`src/hw/rtl/polyphonic_wavetable_synth_macros.svh`:
```
// Assertion macros for the wavetable synthesiser.
// Needs no other file; included by modules that check their own logic.
`ifndef POLYPHONIC_WAVETABLE_SYNTH_MACROS_SVH
`define POLYPHONIC_WAVETABLE_SYNTH_MACROS_SVH
`ifndef SYNTHESIS
`define PWS_ASSERT(label, clk, rst_n, prop, msg) \
	label: assert property (@(posedge clk) disable iff (!rst_n) prop) else $error(msg);
`define PWS_ASSERT_NEXT(label, clk, rst_n, ante, cons, msg) \
	label: assert property (@(posedge clk) disable iff (!rst_n) (ante) |=> (cons)) \
		else $error(msg);
`else
`define PWS_ASSERT(label, clk, rst_n, prop, msg)
`define PWS_ASSERT_NEXT(label, clk, rst_n, ante, cons, msg)
`endif
`endif

```
`src/hw/rtl/pws_voice_mem.sv`:
```
// Voice state memory: one write port with a bit mask, one read port, registered read data.
// Depends on nothing.
`default_nettype none
module pws_voice_mem #(
	parameter int DEPTH = 15,
	parameter int WIDTH = 8
) (
	input wire logic clk,
	input wire logic we,
	input wire logic [(DEPTH > 1 ? $clog2(DEPTH) : 1)-1:0] waddr,
	input wire logic [WIDTH-1:0] wdata,
	input wire logic [WIDTH-1:0] wmask,
	input wire logic [(DEPTH > 1 ? $clog2(DEPTH) : 1)-1:0] raddr,
	output logic [WIDTH-1:0] rdata
);
	logic [WIDTH-1:0] mem_q [DEPTH];

	always_ff @(posedge clk) begin
		if (we) begin
			for (int b = 0; b < WIDTH; b++) begin
				if (wmask[b]) begin
					mem_q[waddr][b] <= wdata[b];
				end
			end
		end
		rdata <= mem_q[raddr];
	end
endmodule
`default_nettype wire

```
`config.mk`:
```
export PLATFORM = sky130hd
export DESIGN_NAME = pws_voice_mem
export DESIGN_NICKNAME = d
export VERILOG_FILES = /design/src/hw/rtl/polyphonic_wavetable_synth_macros.svh /design/src/hw/rtl/pws_voice_mem.sv
export SDC_FILE = /design/constraint.sdc
export NUM_CORES = 1
export LEC_CHECK = 0
export ABC_CLOCK_PERIOD_IN_PS = 4850
export BUFFER_PORTS_ARGS = -buffer_cell sky130_fd_sc_hd__buf_4
export CELL_PAD_IN_SITES_DETAIL_PLACEMENT = 1
export CELL_PAD_IN_SITES_GLOBAL_PLACEMENT = 2
export CORE_ASPECT_RATIO = 1.4
export CORE_MARGIN = 1
export CORE_UTILIZATION = 46
export CTS_CLUSTER_DIAMETER = 120
export CTS_CLUSTER_SIZE = 8
export DETAILED_ROUTE_END_ITERATION = 8
export PLACE_DENSITY_LB_ADDON = 0.1
export SETUP_SLACK_MARGIN = 0.1
export SLEW_MARGIN = 40
export SYNTH_ARGS = -nofsm -noshare
export SYNTH_HDL_FRONTEND = slang
export SYNTH_SLANG_ARGS = --single-unit
export TNS_END_PERCENT = 50
```
`constraint.sdc`:
```
create_clock -name clk -period 4.85 [get_ports clk]
set_clock_uncertainty 0.15 [all_clocks]
set_input_delay 1.2125 -clock clk [delete_from_list [all_inputs] [get_ports clk]]
set_output_delay 1.2125 -clock clk [all_outputs]
set_load 0.005 [all_outputs]
```
; Word-level counts from Yosys, hierarchy flattened
; Memories as Yosys holds them, arrays and structs flattened. A register that Yosys moved wholly into a read port is not among the register bits.
; Index checks and enable logic that the tools add are counted.
[word_totals]
out_inout_bits = 8
mem_bits_rw = 120
word_cells = 25
register_bits = 0
inputBits = 26
n_memories = 1
[mem_list]
columns = name, words, width, read_ports, rd_ports_with_merged_regs, wr, line_no
row1 = mem_q, 15, 8, 1, 1, 1, pws_voice_mem.sv:16  ; logic [WIDTH-1:0] mem_q [DEPTH];
[classes]
mux = 24
[op_table]
columns = op, n
row1 = $mux 1, 24

; Logic depth before layout (Yosys ltp)
; Gate-level depths: netlist of run 1.
[depth]
word_depth = 3
depth_mapped = 5
mapped_depth_nobuf = 3

; Worst setup path after synthesis of run 1
; OpenSTA, ideal clock, no wires.
[synth_path]
kind = input-to-reg
from = input raddr[0] (netlist bit)
to = register rdata[4] (read register of mem_q)
required_time_ns = 4.578
path_buffers = 1
setup_ns = 0.122
arrival_ns = 2.256
cell_stages = 4
path_slack_ns = 2.323
path_cell_list = buf_6 mux4_2 a22o_1 a221o_1
[synth_lines]
columns = element, line_no
row1 = start: declaration, pws_voice_mem.sv:13  ; input wire logic [(DEPTH > 1 ? $clog2(DEPTH) : 1)-1:0] raddr,
row2 = end: declaration, pws_voice_mem.sv:14  ; output logic [WIDTH-1:0] rdata

==> metrics.txt, run 1 <==
share of the synthesized area in the top cell type=0.6729; placement-stage cell area=5680 sq um; outcome=finished clean; Max-Slew Margin vs Limit=0.5068; Vias/cell=5.766; CP Buf/Inv Count=1; Place WS=about 1600 ps; Slew Limit Fails=0; Ant. Diodes=0; fin crit share=0.5816; post-synth cell types=22; Worst Hold Class=flip-flop to flip-flop; maximum clock frequency=about 350 MHz; Crit path arrival time=2970 ps; Synth area leader=edfxtp_1; number of synthesized flops with an enable pin=between 100 and 150; DR iter-0 viols=between 200 and 250; largest net degree at the start of global routing=39; Final Critical Period=approximately 2800 ps; Synth Area per Inst=approximately 14 sq um; GRT Util Overall=0.2485; Port Buffers=33; Commonest cells post-synth=nor2_1 (135), edfxtp_1 (120), nand2_1 (20), mux4_2 (16), mux2i_1 (15); RSZ-0062 raised after global routing=no; initial antenna violation count=0; CTS HTree Levels=4; post-layout util=0.5525; cells along the critical path=buf_4 -> mux4_1 -> a22o_1 -> a221o_1; synthesis-stage register bit count=128; cells after synthesis=between 300 and 400; # hold bufs at CTS=0; Gates resized, CTS repair=0; via count=3275; Worst Tran Pin Value=737.7 ps; Die X=93.19 microns; CTS tree=yes; final instance area=6265 sq um; DR WL/cell=24.19 microns; Die Y=about 130 microns; CORE AREA=11340 sq um; number of post-CTS setup repair buffers=0; Post-Syn Nets=406; asr flop ratio synth=0; Detailed Place HPWL=~8000 microns; max cap viols=0; top post-synthesis cells by area=edfxtp_1 (67%), nor2_1 (9.5%), mux4_2 (6.7%), dfxtp_1 (3.0%), mux2i_1 (2.8%); Final Hold Viols=0; I/O Pins=34; Req. time, crit path=5000 ps; CP top delay family=multiplexers; layout cells sized above 1=0.1934; antenna-violating nets left=0; total negative setup slack=0 ps; Peak VDD IR=about 0.00028 V; vias in the first global route=around 3500; gr ovfl total=0; CTS clk-pin slew, worst paths=50 ps; most common cell in the netlist=nor2_1; post-route setup slack=2029 ps; DRC=0; deepest clock path buffer count=2; # fillers=between 1000 and 1500; dominant synthesized flop cell=edfxtp_1; global-route wire length before repair=20510 microns; Root Buffer=clkbuf_16; Pleak=0.002114 uW; # rows=46; Area Overhead vs Synth=16.99%; die area=12080 sq um; FF+latch area=3764 sq um; placer congestion estimate=0.7605; Netlist Area Pre-Place=5355 sq um; First-pass DRT Iterations=4; initial core utilization=0.4723; Worst path slowest cell=mux4_1; Total Wirelength=13740 microns; WS Path Type=primary input to flip-flop; Worst-Skew Late Latency=about 420 ps; Num CTS Buffers=17; area occupied by multi-input gates=1489 sq um; PD cells=425.8 nW/um^2; Max stage delay on crit path=660 ps; Ys Warns=0; Final Setup Violations=0; CP Launch Type=primary input; clock tree sinks=~130; Net count, final=437; post-synthesis sequential area ratio=0.7028; worst-path fanout max=38; CP endpoint kind=flip-flop
## per-stage QoR
step                hold WS [ps]  total power [uW]  std cells
finish                     462.6              2668        568
global route               462.8              2727        568
CTS                        463.1              2680        568
detailed placement         429.6              1413        536
global placement           395.9              1408        536
floorplan                  379.8              1338        380
## routing by layer
| metal | up-vias | wire (microns) | global-route usage |
|---|---|---|---|
| li1 | 1460 | - | - |
| met1 | 1707 | 5852 | 0.3057 |
| met2 | 85 | 7162 | 0.4226 |
| met3 | 23 | 419 | 0.04988 |
| met4 | 0 | 306 | 0.1140 |
| met5 | - | 0 | 0 |
## worst paths after layout
kind	end	cells past startpoint	slack [ps]	startpoint
max	rdata[4]$_DFF_P_	4	2030	raddr[0]
min	rdata[5]$_DFF_P_	2	460	mem_q[14][5]$_DFFE_PP_
max reg2reg	rdata[4]$_DFF_P_	3	3180	mem_q[0][4]$_DFFE_PP_
min reg2reg	rdata[5]$_DFF_P_	2	460	mem_q[14][5]$_DFFE_PP_
## report_power, final
part / switching [uW] / leakage [uW] / internal, uW
logic: 98.0 / 0.000679 / 57.9
registers: 6.44 / 0.00115 / 1230
clock network: 447 / 0.000287 / 831
## tightest hold or removal path, delay by kind of cell (launching register included)
family          cells  cell delay, ps
flops               1             330
mux                 1              80
compound gates      1             170
## cells by family after synthesis
kind of cell	count (synthesis)	synth area share
and+or+nand+nor	169	0.1236
DFF	128	0.7028
muxes	40	0.1199
AOI/OAI and AO/OA	22	0.03411
buffers and inverters	21	0.01962
## layout by cell type (no fill, tap or decap), types with 3 or more instances in the layout
cell | Yosys | layout
a221o_1 | 7 | 7
buf_4 | 2 | 33
bufinv_16 | 0 | 3
clkbuf_1 | 11 | 6
clkbuf_16 | 0 | 17
clkinv_2 | 0 | 3
dfxtp_1 | 8 | 8
edfxtp_1 | 120 | 120
mux2_2 | 7 | 7
mux2i_1 | 15 | 15
mux4_2 | 16 | 16
nand2_1 | 20 | 20
nand3_1 | 6 | 6
nor2_1 | 135 | 135
nor2b_1 | 6 | 5
o221ai_1 | 7 | 7
o22ai_1 | 6 | 6
## state kept, by name, indices dropped and copies added (netlist names)
name and count:
mem_q 120, rdata 8
## cell type report
cell class	instances	area share
Clock inverter	7	0.01738
Tap cell	144	0.02876
Clock buffer	25	0.07589
Timing Repair Buffer	33	0.03954
Sequential cell	128	0.6008
Multi-Input combinational cell	231	0.2377
No activity file was read; power rests on OpenSTA's default activity.
==> run 2: changes to the inputs <==
--- a/config.mk
+++ b/config.mk
@@ -5,13 +5,13 @@
 export SDC_FILE = /design/constraint.sdc
 export NUM_CORES = 1
 export LEC_CHECK = 0
-export ABC_CLOCK_PERIOD_IN_PS = 4850
+export ABC_CLOCK_PERIOD_IN_PS = 2300
 export BUFFER_PORTS_ARGS = -buffer_cell sky130_fd_sc_hd__buf_4
 export CELL_PAD_IN_SITES_DETAIL_PLACEMENT = 1
 export CELL_PAD_IN_SITES_GLOBAL_PLACEMENT = 2
 export CORE_ASPECT_RATIO = 1.4
 export CORE_MARGIN = 1
-export CORE_UTILIZATION = 46
+export CORE_UTILIZATION = 39
 export CTS_CLUSTER_DIAMETER = 120
 export CTS_CLUSTER_SIZE = 8
 export DETAILED_ROUTE_END_ITERATION = 8
==> constraint.sdc (replaced) <==
create_clock -name clk -period 2.3 [get_ports clk]
set_clock_uncertainty 0.15 [all_clocks]
set_input_delay 0.575 -clock clk [delete_from_list [all_inputs] [get_ports clk]]
set_output_delay 0.575 -clock clk [all_outputs]
set_load 0.005 [all_outputs]
==> metrics.txt, run 2 (synthesis results as in run 1) <==
WS Path Type=primary input to flip-flop; Final Hold Viols=0; CORE AREA=13390 sq um; DR iter-0 viols=roughly 180; Net count, final=between 400 and 500; via count=3267; RSZ-0062 raised after global routing=no; Worst Tran Pin Value=around 600 ps; Worst Hold Class=primary input to flip-flop; Regs by FF count=mem_q x120, rdata x8; CP Launch Type=primary input; Hold Path Stages=1; most frequent cells in the layout=nor2_1 (135), edfxtp_1 (120), buf_4 (52); number of post-CTS setup repair buffers=0; Area Overhead vs Synth=20.35%; Slew Limit Fails=0; deepest clock path buffer count=2; placer congestion estimate=0.7545; I/O Pins=34; commonest non-fill, non-tap cell in the layout=nor2_1; CTS HTree Levels=4; Ant. Diodes=0; Root Buffer=clkbuf_16; Peak VDD IR=0.0004390 V; die area=14210 sq um; Die X=about 100 microns; DRC=0; global-route wire length before repair=20930 microns; Gates resized, CTS repair=0; placement-stage cell area=approximately 5900 sq um; fin crit share=0.7276; Final Critical Period=approximately 1700 ps; FF+latch area=3764 sq um; outcome=finished clean; maximum clock frequency=around 600 MHz; DR WL/cell=22.05 microns; vias in the first global route=3525; Worst-Skew Late Latency=420 ps; antenna-violating nets left=0; gr ovfl total=0; Die Y=between 100 and 150 microns; total negative setup slack=0 ps; max reg flops=120; # rows=50; # hold bufs at CTS=0; GRT Util Overall=0.2156; layout cells sized above 1=0.2302; max cap viols=0; CP endpoint kind=flip-flop; final instance area=about 6400 sq um; Pleak=~0.0022 uW; largest net degree at the start of global routing=33; # fillers=1426; largest register by flop count=mem_q; Final Setup Violations=0; Crit path arrival time=1810 ps; Total Wirelength=13780 microns; clock tree sinks=128; FF-to-FF path depth=3; worst-path fanout max=32; initial antenna violation count=0; CTS clk-pin slew, worst paths=60 ps; Detailed Place HPWL=~9000 microns; CTS tree=yes; Max-Slew Margin vs Limit=0.5991; area occupied by multi-input gates=1486 sq um; Req. time, crit path=2430 ps; PD cells=854.6 nW/um^2; initial core utilization=0.4000; Vias/cell=roughly 5.2; Num CTS Buffers=17; Port Buffers=33; worst hold margin=299.7 ps; First-pass DRT Iterations=4
## run 2: final cells by class
| cell class | instances | share of cell area |
|---|---|---|
| Sequential cell | 128 | 0.5840 |
| Multi-Input combinational cell | 231 | 0.2306 |
| Clock buffer | 22 | 0.07202 |
| Timing Repair Buffer | 53 | 0.06368 |
| Tap cell | 182 | 0.03533 |
| Clock inverter | 9 | 0.01437 |
## run 2: layer usage
layer  vias to the layer above  GRT usage  part of all wire
met3                        17    0.04660             0.035
met5                         -          0                 0
li1                       1506          -                 -
met4                         0    0.08238             0.017
met1                      1676     0.2630              0.42
met2                        68     0.3717              0.52
## run 2: power breakdown
part | internal (uW) | switching [uW]
Sequential | 2590 | 15.5
Clock | 1630 | 935
Combinational | 138 | 204
## run 2: stage by stage
step / power, uW / setup WS [ps] / utilization / std cells
6_report: 5508 / 626.5 / 0.4814 / 625
5_1_grt: 5672 / 539.3 / 0.4814 / 625
4_1_cts: 5552 / 615.2 / 0.4814 / 625
3_5_place_dp: 3001 / 178.8 / 0.4398 / 594
3_3_place_gp: 2995 / 203.5 / 0.4398 / 594
2_1_floorplan: 2822 / 410.1 / - / 380
## run 2: critical path: stages
cell and delay [ps]:
buf_4 140, buf_12 260, mux4_1 600, nor2_1 110
o22ai_1 100
## run 2: worst paths after layout
| check | from | to | slack, ps |
|---|---|---|---|
| hold reg to reg | mem_q[14][5]$_DFFE_PP_ | rdata[5]$_DFF_P_ | 440 |
| setup / recovery | raddr[0] | rdata[7]$_DFF_P_ | 630 |
| setup reg to reg | mem_q[1][4]$_DFFE_PP_ | rdata[4]$_DFF_P_ | 640 |
| hold / removal | wdata[4] | mem_q[9][4]$_DFFE_PP_ | 300 |
==> run 3: changes to the inputs <==
--- a/config.mk
+++ b/config.mk
@@ -5,13 +5,13 @@
 export SDC_FILE = /design/constraint.sdc
 export NUM_CORES = 1
 export LEC_CHECK = 0
-export ABC_CLOCK_PERIOD_IN_PS = 2300
+export ABC_CLOCK_PERIOD_IN_PS = 1600
 export BUFFER_PORTS_ARGS = -buffer_cell sky130_fd_sc_hd__buf_4
 export CELL_PAD_IN_SITES_DETAIL_PLACEMENT = 1
 export CELL_PAD_IN_SITES_GLOBAL_PLACEMENT = 2
 export CORE_ASPECT_RATIO = 1.4
 export CORE_MARGIN = 1
-export CORE_UTILIZATION = 39
+export CORE_UTILIZATION = 43
 export CTS_CLUSTER_DIAMETER = 120
 export CTS_CLUSTER_SIZE = 8
 export DETAILED_ROUTE_END_ITERATION = 8
==> constraint.sdc (replaced) <==
create_clock -name clk -period 1.6 [get_ports clk]
set_clock_uncertainty 0.15 [all_clocks]
set_input_delay 0.4 -clock clk [delete_from_list [all_inputs] [get_ports clk]]
set_output_delay 0.4 -clock clk [all_outputs]
set_load 0.005 [all_outputs]
==> metrics.txt, run 3 (synthesis results as in run 1) <==
CP Launch Type=flip-flop; Ant. Diodes=0; Vias/cell=5.569; post-route setup slack=-32.39 ps; Area Overhead vs Synth=25.44%; Worst-Skew Late Latency=410 ps; failing checks=negative setup slack; DR WL/cell=22.69 microns; gr ovfl total=0; Final Setup Violations=1; final instance area=6718 sq um; area occupied by multi-input gates=1485 sq um; worst-path fanout max=1; max cap viols=0; Worst Tran Pin Value=489.2 ps; Req. time, crit path=1750 ps; Worst Hold Class=primary input to flip-flop; initial core utilization=0.4464; CTS HTree Levels=4; # fillers=approximately 1200; layout cells sized above 1=0.2863; clock tree sinks=approximately 130; Pleak=around 0.0024 uW; largest register by flop count=mem_q; Crit path arrival time=1780 ps; Max-Slew Margin vs Limit=0.6724; Total Wirelength=around 14000 microns; largest net degree at the start of global routing=19; WS Path Type=flip-flop to flip-flop; # rows=47; most frequent cells in the layout=nor2_1 (135), edfxtp_1 (120), buf_4 (80); Peak VDD IR=0.0007671 V; die area=around 13000 sq um; CTS tree=yes; Net count, final=488; fin crit share=1.020; Root Buffer=clkbuf_16; Num CTS Buffers=17; initial antenna violation count=0; First-pass DRT Iterations=5; Die X=96.32 microns; max reg flops=120; DR iter-0 viols=166; Port Buffers=33; Regs by FF count=mem_q x120, rdata x8; placement-stage cell area=6115 sq um; placer congestion estimate=around 0.76; deepest clock path buffer count=2; Final Critical Period=1632 ps; CTS clk-pin slew, worst paths=60 ps; PD cells=between 1000 and 1500 nW/um^2; Slew Limit Fails=0; CP endpoint kind=flip-flop; GRT Util Overall=0.2462; commonest non-fill, non-tap cell in the layout=nor2_1; Die Y=around 130 microns; Non-Filler Instances=roughly 620; DRC=0; FF+latch area=3764 sq um; RSZ-0062 raised after global routing=yes; maximum clock frequency=612.6 MHz; vias in the first global route=3791; global-route wire length before repair=between 20000 and 25000 microns; antenna-violating nets left=0; number of post-CTS setup repair buffers=0; # hold bufs at CTS=0; CORE AREA=12000 sq um; Final Hold Viols=0; outcome=complete, but fails checks; I/O Pins=34; Detailed Place HPWL=9593 microns; via count=3464; Cells after DPL=590
[run 3: stage by stage]
stage / hold slack (ps) / worst slack [ps] / TNS (ps) / total power, uW / util
after CTS: 114.9 / -54.32 / -54.32 / 8326 / 0.5598
after detailed placement: 436.1 / -303.3 / -10270 / 4371 / 0.5097
after global placement: 417.9 / -278.8 / -6664 / 4354 / 0.5097
final: 128.8 / -32.39 / -32.39 / 8257 / 0.5600
after global routing: 124.1 / -99.75 / -99.75 / 8504 / 0.5600
after floorplan: 348.9 / -81.57 / -496.8 / 4061 / -
[run 3: critical path, cell delays in order (launching register included)]
cell      delay, ps
edfxtp_1        390
mux4_2          480
a22o_1          230
a221o_1         270
[run 3: final timing paths]
check	start	to	slack, ps	cells after the start
min	wdata[0]	mem_q[0][0]$_DFFE_PP_	130	1
min reg2reg	mem_q[14][5]$_DFFE_PP_	rdata[5]$_DFF_P_	440	2
max	mem_q[5][4]$_DFFE_PP_	rdata[4]$_DFF_P_	-30	3
max reg2reg	mem_q[5][4]$_DFFE_PP_	rdata[4]$_DFF_P_	-30	3
[run 3: where the power goes]
group / switching, uW / leakage [uW] / total [uW] / internal [uW]
registers: 18.4 / 0.00115 / 3740 / 3720
logic: 307 / 0.000923 / 559 / 252
clock network: 1370 / 0.000292 / 3960 / 2590
[run 3: what timing repair did]
| action | in CTS | in global routing |
|---|---|---|
| endpoints found under the setup margin | 1 | 1 |
| pin swaps | 1 | 0 |
| resized for setup | 1 | 0 |
[run 3: cell type report]
type | count | share of cell area
Clock buffer | 21 | 0.06556
Tap cell | 147 | 0.02738
Timing Repair Buffer | 84 | 0.1013
Clock inverter | 11 | 0.02440
Sequential cell | 128 | 0.5603
Multi-Input combinational cell | 231 | 0.2211
[run 3: per-layer routing]
layer	up-vias	part of all wire	global-route usage	wire [microns]
met2	72	0.56	0.4448	7860
li1	1566	-	-	-
met3	19	0.028	0.05499	393
met5	-	0	0	0
met4	0	0.023	0.08252	325
met1	1807	0.39	0.2820	5536
