==> src/hw/rtl/polyphonic_wavetable_synth_macros.svh <==
// Assertion macros for the wavetable synthesiser.
// Needs no other file; included by modules that check their own logic.
`ifndef POLYPHONIC_WAVETABLE_SYNTH_MACROS_SVH
`define POLYPHONIC_WAVETABLE_SYNTH_MACROS_SVH
`ifndef SYNTHESIS
`define PWS_ASSERT(label, clk, rst_n, prop, msg) \
	label: assert property (@(posedge clk) disable iff (!rst_n) prop) else $error(msg);
`define PWS_ASSERT_NEXT(label, clk, rst_n, ante, cons, msg) \
	label: assert property (@(posedge clk) disable iff (!rst_n) (ante) |=> (cons)) \
		else $error(msg);
`else
`define PWS_ASSERT(label, clk, rst_n, prop, msg)
`define PWS_ASSERT_NEXT(label, clk, rst_n, ante, cons, msg)
`endif
`endif

==> src/hw/rtl/pws_pkg.sv <==
// Shared types, codes, constants and table functions of the wavetable synthesiser.
// Depends on nothing; compiled first.
`default_nettype none
package pws_pkg;
	localparam int CMD_W = 2;
	localparam int CH_W = 4;
	localparam int KEY_W = 7;
	localparam int VEL_W = 7;
	localparam int PROG_W = 7;
	localparam int SAMPLE_W = 12;
	localparam int WSAMP_W = 16;
	localparam int WAVE_W = 2;
	localparam int KEYS = 128;

	localparam int DEF_NUM_VOICES = 15;
	localparam int DEF_TABLE_LENGTH = 100;
	localparam int DEF_NUM_CHANNELS = 16;

	localparam logic [CMD_W-1:0] CMD_NOTE_ON = 2'd0;
	localparam logic [CMD_W-1:0] CMD_NOTE_OFF = 2'd1;
	localparam logic [CMD_W-1:0] CMD_PROGRAM = 2'd2;
	localparam logic [CMD_W-1:0] CMD_TICK = 2'd3;

	localparam logic [WAVE_W-1:0] WAVE_HYBRID = 2'd0;
	localparam logic [WAVE_W-1:0] WAVE_SINE = 2'd1;
	localparam logic [WAVE_W-1:0] WAVE_SQUARE = 2'd2;

	localparam int PROG_SQUARE = 29;
	localparam int PROG_SINE_LO = 71;
	localparam int PROG_SINE_HI = 79;
	localparam int PROG_SINE2_LO = 52;
	localparam int PROG_SINE2_HI = 54;

	localparam int MIX_SHIFT = 10;
	localparam int MIX_MID = 2048;
	localparam int SAMPLE_MAX = 4095;
	localparam int AMP_FULL = 32767;
	localparam int AMP_HALF = 16383;
	localparam int SCALE_SHIFT = 4;
	localparam int SCALED_W = 20;

	localparam real PI = 3.14159265358979323846;

	typedef struct packed {
		logic valid;
		logic last;
		logic active;
		logic written;
	} pws_ctl_t;

	// phase step of a key, 16.16 table positions per sample at 30 kHz
	function automatic int step_val(int k, int l);
		real f;
		f = 440.0 * (2.0 ** ((real'(k) - 69.0) / 12.0)) * real'(l) * 65536.0 / 30000.0;
		return $rtoi($floor(f));
	endfunction

	function automatic int wave_val(logic [WAVE_W-1:0] kind, int x, int half_len,
		real inv_len);
		real s;
		real t;
		s = $sin(2.0 * PI * real'(x) * inv_len);
		if (kind == WAVE_SINE) begin
			t = real'(AMP_FULL) * s;
		end else if (kind == WAVE_SQUARE) begin
			t = (x < half_len) ? -real'(AMP_FULL) : real'(AMP_FULL);
		end else begin
			t = real'(AMP_HALF) * s + real'(x - half_len) * real'(AMP_HALF) * inv_len;
		end
		return $rtoi(t);
	endfunction

	function automatic logic [WAVE_W-1:0] prog_wave(logic [PROG_W-1:0] p);
		logic [WAVE_W-1:0] w;
		w = WAVE_HYBRID;
		if ((p >= PROG_W'(PROG_SINE_LO) && p <= PROG_W'(PROG_SINE_HI)) ||
		    (p >= PROG_W'(PROG_SINE2_LO) && p <= PROG_W'(PROG_SINE2_HI))) begin
			w = WAVE_SINE;
		end
		if (p == PROG_W'(PROG_SQUARE)) begin
			w = WAVE_SQUARE;
		end
		return w;
	endfunction
endpackage
`default_nettype wire

==> src/hw/rtl/pws_voice_proc.sv <==
// Per-voice tick pipeline: phase advance, waveform lookup, decay, scaling, write-back.
// Depends on pws_pkg; fed by the voice memory read port.
`default_nettype none
module pws_voice_proc import pws_pkg::*; #(
	parameter int NUM_VOICES = DEF_NUM_VOICES,
	parameter int TABLE_LENGTH = DEF_TABLE_LENGTH,
	localparam int VIDX_W = NUM_VOICES > 1 ? $clog2(NUM_VOICES) : 1,
	localparam int IDX_W = $clog2(TABLE_LENGTH),
	localparam int PHASE_W = IDX_W + 16,
	localparam int STEP_W = PHASE_W - 1,
	localparam int WORD_W = VEL_W + STEP_W + PHASE_W + WSAMP_W + WAVE_W
) (
	input wire logic clk,
	input wire logic arst_n,
	input wire pws_ctl_t ctl_s1,
	input wire logic [VIDX_W-1:0] vidx_s1,
	input wire logic [WORD_W-1:0] rdata,
	output logic wb_we,
	output logic [VIDX_W-1:0] wb_addr,
	output logic [WORD_W-1:0] wb_data,
	output pws_ctl_t ctl_s4,
	output logic signed [SCALED_W-1:0] scaled_s4
);
	localparam logic [PHASE_W:0] PHASE_TOP = (PHASE_W+1)'(TABLE_LENGTH * 65536);
	localparam logic [IDX_W-1:0] IDX_LAST = IDX_W'(TABLE_LENGTH - 1);
	localparam int HALF_LEN = TABLE_LENGTH / 2;
	localparam real INV_LEN = 1.0 / real'(TABLE_LENGTH);

	logic signed [WSAMP_W-1:0] sine_tab [TABLE_LENGTH];
	logic signed [WSAMP_W-1:0] square_tab [TABLE_LENGTH];
	logic signed [WSAMP_W-1:0] hybrid_tab [TABLE_LENGTH];

	for (genvar x = 0; x < TABLE_LENGTH; x++) begin : g_tab
		assign sine_tab[x] = WSAMP_W'(wave_val(WAVE_SINE, x, HALF_LEN, INV_LEN));
		assign square_tab[x] = WSAMP_W'(wave_val(WAVE_SQUARE, x, HALF_LEN, INV_LEN));
		assign hybrid_tab[x] = WSAMP_W'(wave_val(WAVE_HYBRID, x, HALF_LEN, INV_LEN));
	end

	logic [VEL_W-1:0] vol_f;
	logic [STEP_W-1:0] step_f;
	logic [PHASE_W-1:0] phase_f;
	logic signed [WSAMP_W-1:0] last_f;
	logic [WAVE_W-1:0] wave_f;
	logic [PHASE_W:0] phase_sum;
	logic [PHASE_W:0] phase_wrap;
	logic [IDX_W-1:0] idx_raw;

	assign {vol_f, step_f, phase_f, last_f, wave_f} = ctl_s1.written ? rdata : '0;
	assign phase_sum = {1'b0, phase_f} + {2'b00, step_f};
	assign phase_wrap = (phase_sum >= PHASE_TOP) ? phase_sum - PHASE_TOP : phase_sum;
	assign idx_raw = phase_wrap[PHASE_W-1:16];

	pws_ctl_t ctl_s2, ctl_s3;
	logic [VIDX_W-1:0] vidx_s2, vidx_s3;
	logic [VEL_W-1:0] volm_s2, volw_s2, volm_s3, volw_s3;
	logic [STEP_W-1:0] step_s2, step_s3;
	logic [PHASE_W-1:0] phase_s2, phase_s3;
	logic signed [WSAMP_W-1:0] last_s2, samp_s3;
	logic [WAVE_W-1:0] wave_s2, wave_s3;
	logic [IDX_W-1:0] idx_s2;
	logic signed [WSAMP_W+VEL_W:0] prod;

	always_ff @(posedge clk or negedge arst_n) begin
		if (!arst_n) begin
			ctl_s2 <= '0;
			ctl_s3 <= '0;
			ctl_s4 <= '0;
		end else begin
			ctl_s2 <= ctl_s1;
			ctl_s3 <= ctl_s2;
			ctl_s4 <= ctl_s3;
		end
	end

	always_ff @(posedge clk) begin
		vidx_s2 <= vidx_s1;
		volm_s2 <= vol_f;
		volw_s2 <= (ctl_s1.active || vol_f == '0) ? vol_f : vol_f - VEL_W'(1);
		step_s2 <= step_f;
		phase_s2 <= ctl_s1.active ? phase_wrap[PHASE_W-1:0] : phase_f;
		idx_s2 <= (idx_raw > IDX_LAST) ? IDX_LAST : idx_raw;
		last_s2 <= last_f;
		wave_s2 <= wave_f;

		vidx_s3 <= vidx_s2;
		volm_s3 <= volm_s2;
		volw_s3 <= volw_s2;
		step_s3 <= step_s2;
		phase_s3 <= phase_s2;
		wave_s3 <= wave_s2;
		if (!ctl_s2.active) begin
			samp_s3 <= last_s2;
		end else begin
			case (wave_s2)
				WAVE_SINE: samp_s3 <= sine_tab[idx_s2];
				WAVE_SQUARE: samp_s3 <= square_tab[idx_s2];
				default: samp_s3 <= hybrid_tab[idx_s2];
			endcase
		end

		scaled_s4 <= SCALED_W'(prod >>> SCALE_SHIFT);
	end

	assign prod = samp_s3 * $signed({1'b0, volm_s3});
	assign wb_we = ctl_s3.valid && ctl_s3.written;
	assign wb_addr = vidx_s3;
	assign wb_data = {volw_s3, step_s3, phase_s3, samp_s3, wave_s3};
endmodule
`default_nettype wire

==> config.mk <==
export PLATFORM = sky130hd
export DESIGN_NAME = pws_voice_proc
export DESIGN_NICKNAME = d
export VERILOG_FILES = /design/src/hw/rtl/polyphonic_wavetable_synth_macros.svh /design/src/hw/rtl/pws_pkg.sv /design/src/hw/rtl/pws_voice_proc.sv
export SDC_FILE = /design/constraint.sdc
export NUM_CORES = 1
export LEC_CHECK = 0
export BUFFER_PORTS_ARGS = -buffer_cell sky130_fd_sc_hd__buf_2
export CORE_ASPECT_RATIO = 1.25
export CORE_UTILIZATION = 40
export DETAILED_ROUTE_END_ITERATION = 16
export GPL_TIMING_DRIVEN = 0
export PLACE_DENSITY = 0.61
export REMOVE_ABC_BUFFERS = 1
export SYNTH_ARGS = -nofsm -noshare
export SYNTH_HDL_FRONTEND = slang
export SYNTH_SLANG_ARGS = --single-unit
export TNS_END_PERCENT = 20
==> constraint.sdc <==
create_clock -name clk -period 6.3 [get_ports clk]
set_input_delay 1.26 -clock clk [delete_from_list [all_inputs] [get_ports clk]]
set_output_delay 1.26 -clock clk [all_outputs]
set_load 0.01 [all_outputs]
## Yosys cells after proc, flatten, opt, wreduce, memory -nomap -nowiden

Memory sizes are Yosys's and may differ from the RTL's.
Index checks and enable logic that the tools add are counted.

| cells by class | value |
|---|---|
| $add $sub $neg | 3 |
| multipliers | 1 |
| $lt $le $gt $ge | 3 |
| equal/unequal tests | 2 |
| mux-type cells | 12 |
| bitwise operators | 1 |
| reduce and logical (&&, ||, !) cells | 3 |

Operator list:

| cell | number |
|---|---|
| $mux W16 | 7 |
| $mux W70 | 1 |
| $mux W23 | 2 |
| $pmux W16 S2 | 1 |
| $add A23 B22 Y24 | 1 |
| $ge A24 B23 Y1 const B | 1 |
| $mul A16 B8 Y24 | 1 |
| $sub A23 B23 Y23 const B | 1 |
| $ge A8 B8 Y1 const B | 1 |
| $not A7 Y8 | 1 |
| $gt A7 B7 Y1 const B | 1 |
| $logic_not A7 Y1 | 1 |
| $mux W7 | 1 |
| $sub A7 B1 Y7 const B | 1 |
| $eq A2 B1 Y1 const B | 1 |
| $eq A2 B2 Y1 const B | 1 |
| $logic_and A1 B1 Y1 | 1 |
| $logic_or A1 B1 Y1 | 1 |

| storage, ports and cells | value |
|---|---|
| register bits | 201 |
| bits in read-only memories | 6144 |
| input port bits | 80 |
| output and inout bits | 99 |
| word-level logic and storage cells | 56 |
| memories | 3 |

Memories:

| name | depth | width | rd ports | clocked after Yosys merged registers in | wr ports | line | source |
|---|---|---|---|---|---|---|---|
| (no name shown) | 128 | 16 | 1 | 0 | 0 | pws_voice_proc.sv:97 | `default: samp_s3 <= hybrid_tab[idx_s2];` |
| (no name shown) | 128 | 16 | 1 | 0 | 0 | pws_voice_proc.sv:96 | `WAVE_SQUARE: samp_s3 <= square_tab[idx_s2];` |
| (no name shown) | 128 | 16 | 1 | 0 | 0 | pws_voice_proc.sv:95 | `WAVE_SINE: samp_s3 <= sine_tab[idx_s2];` |

## Logic depth before layout (Yosys ltp)

| logic depth | value |
|---|---|
| depth in word-level cells | 6 |
| mapped depth | 20 |
| gate-level depth less buffers | 19 |

## Worst setup path after synthesis

Ideal clock, no wire load.

| timing path | value |
|---|---|
| kind | in2reg |
| start | input ctl_s1[0] in the netlist's numbering |
| end | register phase_s2[18] |
| setup time | 0.121 ns |
| arrival time | 4.779 ns |
| data required time | 6.179 ns |
| slack | 1.400 ns |
| cell stages on the path | 16 |
| path buffers | 4 |
| path through | clkbuf_1 clkbuf_1 clkbuf_1 clkbuf_1 and2_1 ha_1 fa_1 a211oi_2 o21ai_2 a211oi_4 o21ai_2 o41ai_4 xor2_4 a31o_1 mux2_4 mux2_4 |

| between the ends | value |
|---|---|
| cells in the longest elaborated chain, start to end | 5 |
| elaborated cells on any way between the ends | 6 |
| those cells by class | 2 x add/sub; 1 x order compare; 3 x mux |

Ends and longest elaborated chain:

| what | line | source |
|---|---|---|
| start, declared | pws_voice_proc.sv:15 | `input wire pws_ctl_t ctl_s1,` |
| $mux W70 * | pws_voice_proc.sv:48 | `assign {vol_f, step_f, phase_f, last_f, wave_f} = ctl_s1.written ? rdata : '0;` |
| via step_f[0] | pws_voice_proc.sv:40 | `logic [STEP_W-1:0] step_f;` |
| $add A23 B22 Y24 * | pws_voice_proc.sv:49 | `assign phase_sum = {1'b0, phase_f} + {2'b00, step_f};` |
| $sub A23 B23 Y23 / $ge A24 B23 Y1 (equally long branches) | pws_voice_proc.sv:50 | `assign phase_wrap = (phase_sum >= PHASE_TOP) ? phase_sum - PHASE_TOP : phase_sum;` |
| $mux W23 * | pws_voice_proc.sv:50 |  |
| $mux W23 * | pws_voice_proc.sv:80 | `phase_s2 <= ctl_s1.active ? phase_wrap[PHASE_W-1:0] : phase_f;` |
| end signal, assigned | pws_voice_proc.sv:80 |  |
| end, declared | pws_voice_proc.sv:57 | `logic [PHASE_W-1:0] phase_s2, phase_s3;` |

The timed path passes the listed nets; every way through them passes the cells marked *.
A chain may end at the register's enable or synchronous reset.

## Final worst setup path

| timing path | value |
|---|---|
| start | register idx_s2[0] |
| end | register samp_s3[10] |

| between the ends | value |
|---|---|
| cells in the longest elaborated chain, start to end | 6 |
| elaborated cells on any way between the ends | 12 |
| those cells by class | 8 x mux; 1 x bitwise; 3 x memory |

Ends and longest elaborated chain:

| what | line | source |
|---|---|---|
| start, declared | pws_voice_proc.sv:60 | `logic [IDX_W-1:0] idx_s2;` |
| start signal, assigned | pws_voice_proc.sv:81 | `idx_s2 <= (idx_raw > IDX_LAST) ? IDX_LAST : idx_raw;` |
| $not A7 Y8 (not written as such) * | pws_voice_proc.sv:95, pws_voice_proc.sv:96, pws_voice_proc.sv:97 |  |
| $mem_v2 Z128 W16, on equally long branches | - |  |
| $mux W16, on equally long branches (2 in a row) | pws_voice_proc.sv:97, pws_voice_proc.sv:95, pws_voice_proc.sv:96 |  |
| $pmux W16 S2 * | pws_voice_proc.sv:94 | `case (wave_s2)` |
| $mux W16 * | pws_voice_proc.sv:91 | `if (!ctl_s2.active) begin` |
| end signal, assigned | pws_voice_proc.sv:92 | `samp_s3 <= last_s2;` |
| end signal, assigned | pws_voice_proc.sv:95 |  |
| end signal, assigned | pws_voice_proc.sv:97 |  |
| end, declared | pws_voice_proc.sv:58 | `logic signed [WSAMP_W-1:0] last_s2, samp_s3;` |

Mark *: on every way between the ends. The rest lies on a longest branch, timed or not. The select of a mux whose other input is x is not followed.

==> reports/summary.md <==
The clock arrives with 8.55 ps of skew. Across the run, the number of max-cap violations was 0. Across all setup checks in the final design, the least slack found is 691 ps.

The first global-routing pass estimated 73,100 µm of wire. The tools report the via count of the first global-routing pass as 13.1k. In this run the tool buffered the top-level ports with 178 buffer cells.

179 I/O pins were placed. The global-route congestion overflow total was 0. The data required time at the worst endpoint is 6690 ps. Entering global routing, the biggest net connects 95 pins. After routing the design area is 16,500 µm². The run gives 0 as the total DRC errors in the routed layout. Using the TritonRoute via totals, the vias-per-cell ratio works out to 5.71. The clock drives 201 sinks. The run gives 0 as the number of endpoints failing setup at the final stage. The tools report the sequential cell area fraction in the yosys report as 28.3%. In this run the worst path has a maximum fanout of 22. Data on the critical path arrives at its endpoint at 6000 ps. For this run, the number of Yosys warnings is 0. TritonCTS built the clock tree. In this run the core area contains 77 standard-cell rows.

The total of cells resized after clock tree synthesis came out at 0. In this run the worst hold path is classified as flip-flop to flip-flop. For this configuration, the core starts out at a cell density of 40.8%. STA classifies the critical path endpoint as a flip-flop.

The TritonCTS buffer count is 22, and the worst setup slack before clock tree synthesis is 944 ps. The total instance count after detailed placement was 2,251; the cell count after synthesis was 1,683. The final layout contains routed wiring with a total length of 46,700 µm. The library cells used most frequently in the layout, excluding fill and tap cells, are 183 x dfxtp_1, 178 x buf_2, 161 x nand2_1. From bottom edge to top edge, the die measures 215 µm. The run gives 0 as the post-CTS setup buffer count.

The area growth from synthesis to final layout was 14.3%. STA classifies the critical path startpoint as a flip-flop. At the pin with the least slew margin, the transition time is 1320 ps. Setup repair after global routing left no endpoint under its margin. Of the cells placed in the final design, the portion with a size suffix greater than 1 is 15.3%. The placed instances occupy a cell area of 15,700 µm². Across all hold checks on the routed design, the worst slack comes to 321 ps. The number of flops mapped to enable cells by yosys works out to 0. The root buffer cell is clkbuf_16. In this run the most critical hold path is launched from volw_s2[3]$_DFF_P_.

The ratio of total power to cell area came out at 321 nW/µm². The insertion delay of the later-clocked pin in the worst-skew pair came out at 510 ps. Final antenna diode count: 0.

The kind of critical path was flip-flop to flip-flop. For this run, asynchronously set or reset flops after synthesis account for 5.97%. The placed wire-length estimate is 34,000 µm, and the final routed wire length divided by cell count is 20.4 µm.

Once layout is complete, the cells apart from fillers number 2,292. The die covers 36,900 µm². The clock period could shrink to 5610 ps. The achievable frequency was 178 MHz. The run gives 0 as the max-slew violation total from the final report. At the end of routability-driven placement, the weighted congestion stood at 1.05. After synthesis the cells add up to 14,500 µm². The number of antenna violations at the first check in global routing was 1. The flow ran to the end, and the final reports show no timing, DRC or antenna violations. After clock tree synthesis, the flow added hold-fix buffers numbering 0.

Clock-pin slew was measured on the worst setup and hold paths at 60 ps. The core area came out at 35,500 µm². For this run, the total global-route usage over all layers was measured as 25.5%. After the last flow step, the layout net total stands at 2,071.

Each instance of the synthesized netlist takes up on average 8.59 µm². Once detail routing completed, the nets flagged for antenna violations numbered 0. Yosys attributes the largest share of cell area to dfxtp_1 26%, fa_1 12%, ha_1 8.7%, and2_1 6.4%, nand2_1 4.2%.

Of the available clock period, the critical path in the final layout requires 89.0%. From left edge to right edge, the die measures 172 µm. The synthesized netlist contains 82 unique library cells.

After synthesis, the largest area contributor takes up 26.2% of total cell area. Summing over every cut layer, the via total after detailed routing is 13.1k. The number of register bits inferred by synthesis came out at 201.

The number of optimization iterations in the first detailed-route pass is 7. The tools report the worst reg2reg path startpoint as idx_s2[0]$_SDFF_PN1_. The largest total area in the synthesized netlist belongs to dfxtp_1. The final number of hold-violating endpoints is 0.

The run gives 3 as the worst-case clock buffer depth. The iteration-0 DRC count of the detailed router came out at 1,097. For this run, the leading register cell type out of synthesis is dfxtp_1. The most frequent standard cell in the layout excluding fill and tap cells was dfxtp_1.

In this run the static leakage power is 7.54 nW. The largest vdd supply drop is 224 µV. The run gives 1 as the H-tree depth. The worst pin sits at a relative slew slack of 9.76%.

In this run the worst setup path begins at idx_s2[0]$_SDFF_PN1_.
==> sequential cells by signal (all words and copies together), names as in the netlist <==
register	count
phase_s2	23
phase_s3	23
step_s2	22
step_s3	22
scaled_s4	20
last_s2	16
samp_s3	16
idx_s2	7
volm_s2	7
volm_s3	7
volw_s2	7
volw_s3	7
ctl_s2	4
ctl_s3	4
ctl_s4	4
vidx_s2	4
wb_addr	4
wave_s2	2
wave_s3	2
==> cells by family (layout without fill, tap and decap cells) <==
| group | after synthesis | in the layout | synth area share (%) |
|---|---|---|---|
| simple gates | 520 | 520 | 17.9 |
| buf+inv | 229 | 364 | 6.00 |
| compound gates | 461 | 461 | 21.0 |
| fa+ha+maj | 189 | 189 | 21.0 |
| mux | 33 | 33 | 2.66 |
| flops | 201 | 201 | 28.3 |
| xor+xnor | 50 | 50 | 3.26 |
==> power by group <==
group	internal (mW)	switching [mW]	leakage, nW
Sequential	1.46	0.197	1.72
Clock	0.869	0.497	0.381
Combinational	0.886	1.40	5.43
==> layout make-up <==
type,instances,area (µm²)
clock buffers,32,639
clock inverters,8,146
fillers,3530,18900
inverters,140,527
multi-input cells,1253,9500
flip-flops and latches,201,4100
well taps,474,593
repair buffers,184,1020
==> critical path: stages (launching register included) <==
cell and delay [ps]:
dfxtp_1 1130, clkinv_1 750, ha_1 810, nand2_1 420
nand2_1 90, a2111oi_0 1140, a21oi_1 240, a211o_1 370
o21ai_0 80, a22oi_1 130, mux2_2 320
==> final timing paths <==
| kind | endpoint | slack [ps] | cells past startpoint |
|---|---|---|---|
| min in group asynchronous | ctl_s4[3]$_DFF_PN0_ | 620 | 1 |
| worst min register to register | volw_s3[3]$_DFF_P_ | 320 | 0 |
| max in group asynchronous | ctl_s2[0]$_DFF_PN0_ | 5470 | 1 |
| worst max-delay path | samp_s3[10]$_DFF_P_ | 690 | 10 |
| worst max register to register | samp_s3[10]$_DFF_P_ | 690 | 10 |
| worst min-delay path | volw_s3[3]$_DFF_P_ | 320 | 0 |
==> metal layers <==
metal	GRT usage (%)	part of all wire (%)	vias up
li1	-	-	6043
met1	30.2	38	6274
met2	43.8	49	621
met3	4.52	8.1	146
met4	12.3	4.9	2
met5	0	0.021	-
==> per-stage QoR <==
stage,TNS (ps),util [%],total power [mW]
2_1_floorplan,0,-,3.13
3_3_place_gp,-32120,44.0,3.87
3_5_place_dp,0,44.3,3.89
4_1_cts,0,46.5,5.27
5_1_grt,0,46.6,5.66
6_report,0,46.6,5.30
==> cells in the mapped netlist, types with 7 or more instances <==
cell type	count
dfxtp_1	189
nand2_1	161
and2_1	148
inv_1	136
a21oi_1	117
o21ai_0	116
ha_1	100
nor2_1	92
fa_1	89
clkbuf_1	78
xnor2_1	36
mux2_2	25
o211ai_1	25
nand3_1	23
a31oi_1	21
a211oi_1	20
nor3_1	20
nand2b_1	18
o22ai_1	18
or3_1	14
a21o_1	13
and3_1	13
dfrtp_1	12
o221ai_1	12
o311ai_0	12
nor2b_1	11
o21a_1	11
xor2_1	11
a311oi_1	10
buf_1	10
o31ai_1	10
a22oi_1	9
a2111oi_0	8
o21bai_1	7
Power figures use the tool's default switching activity.
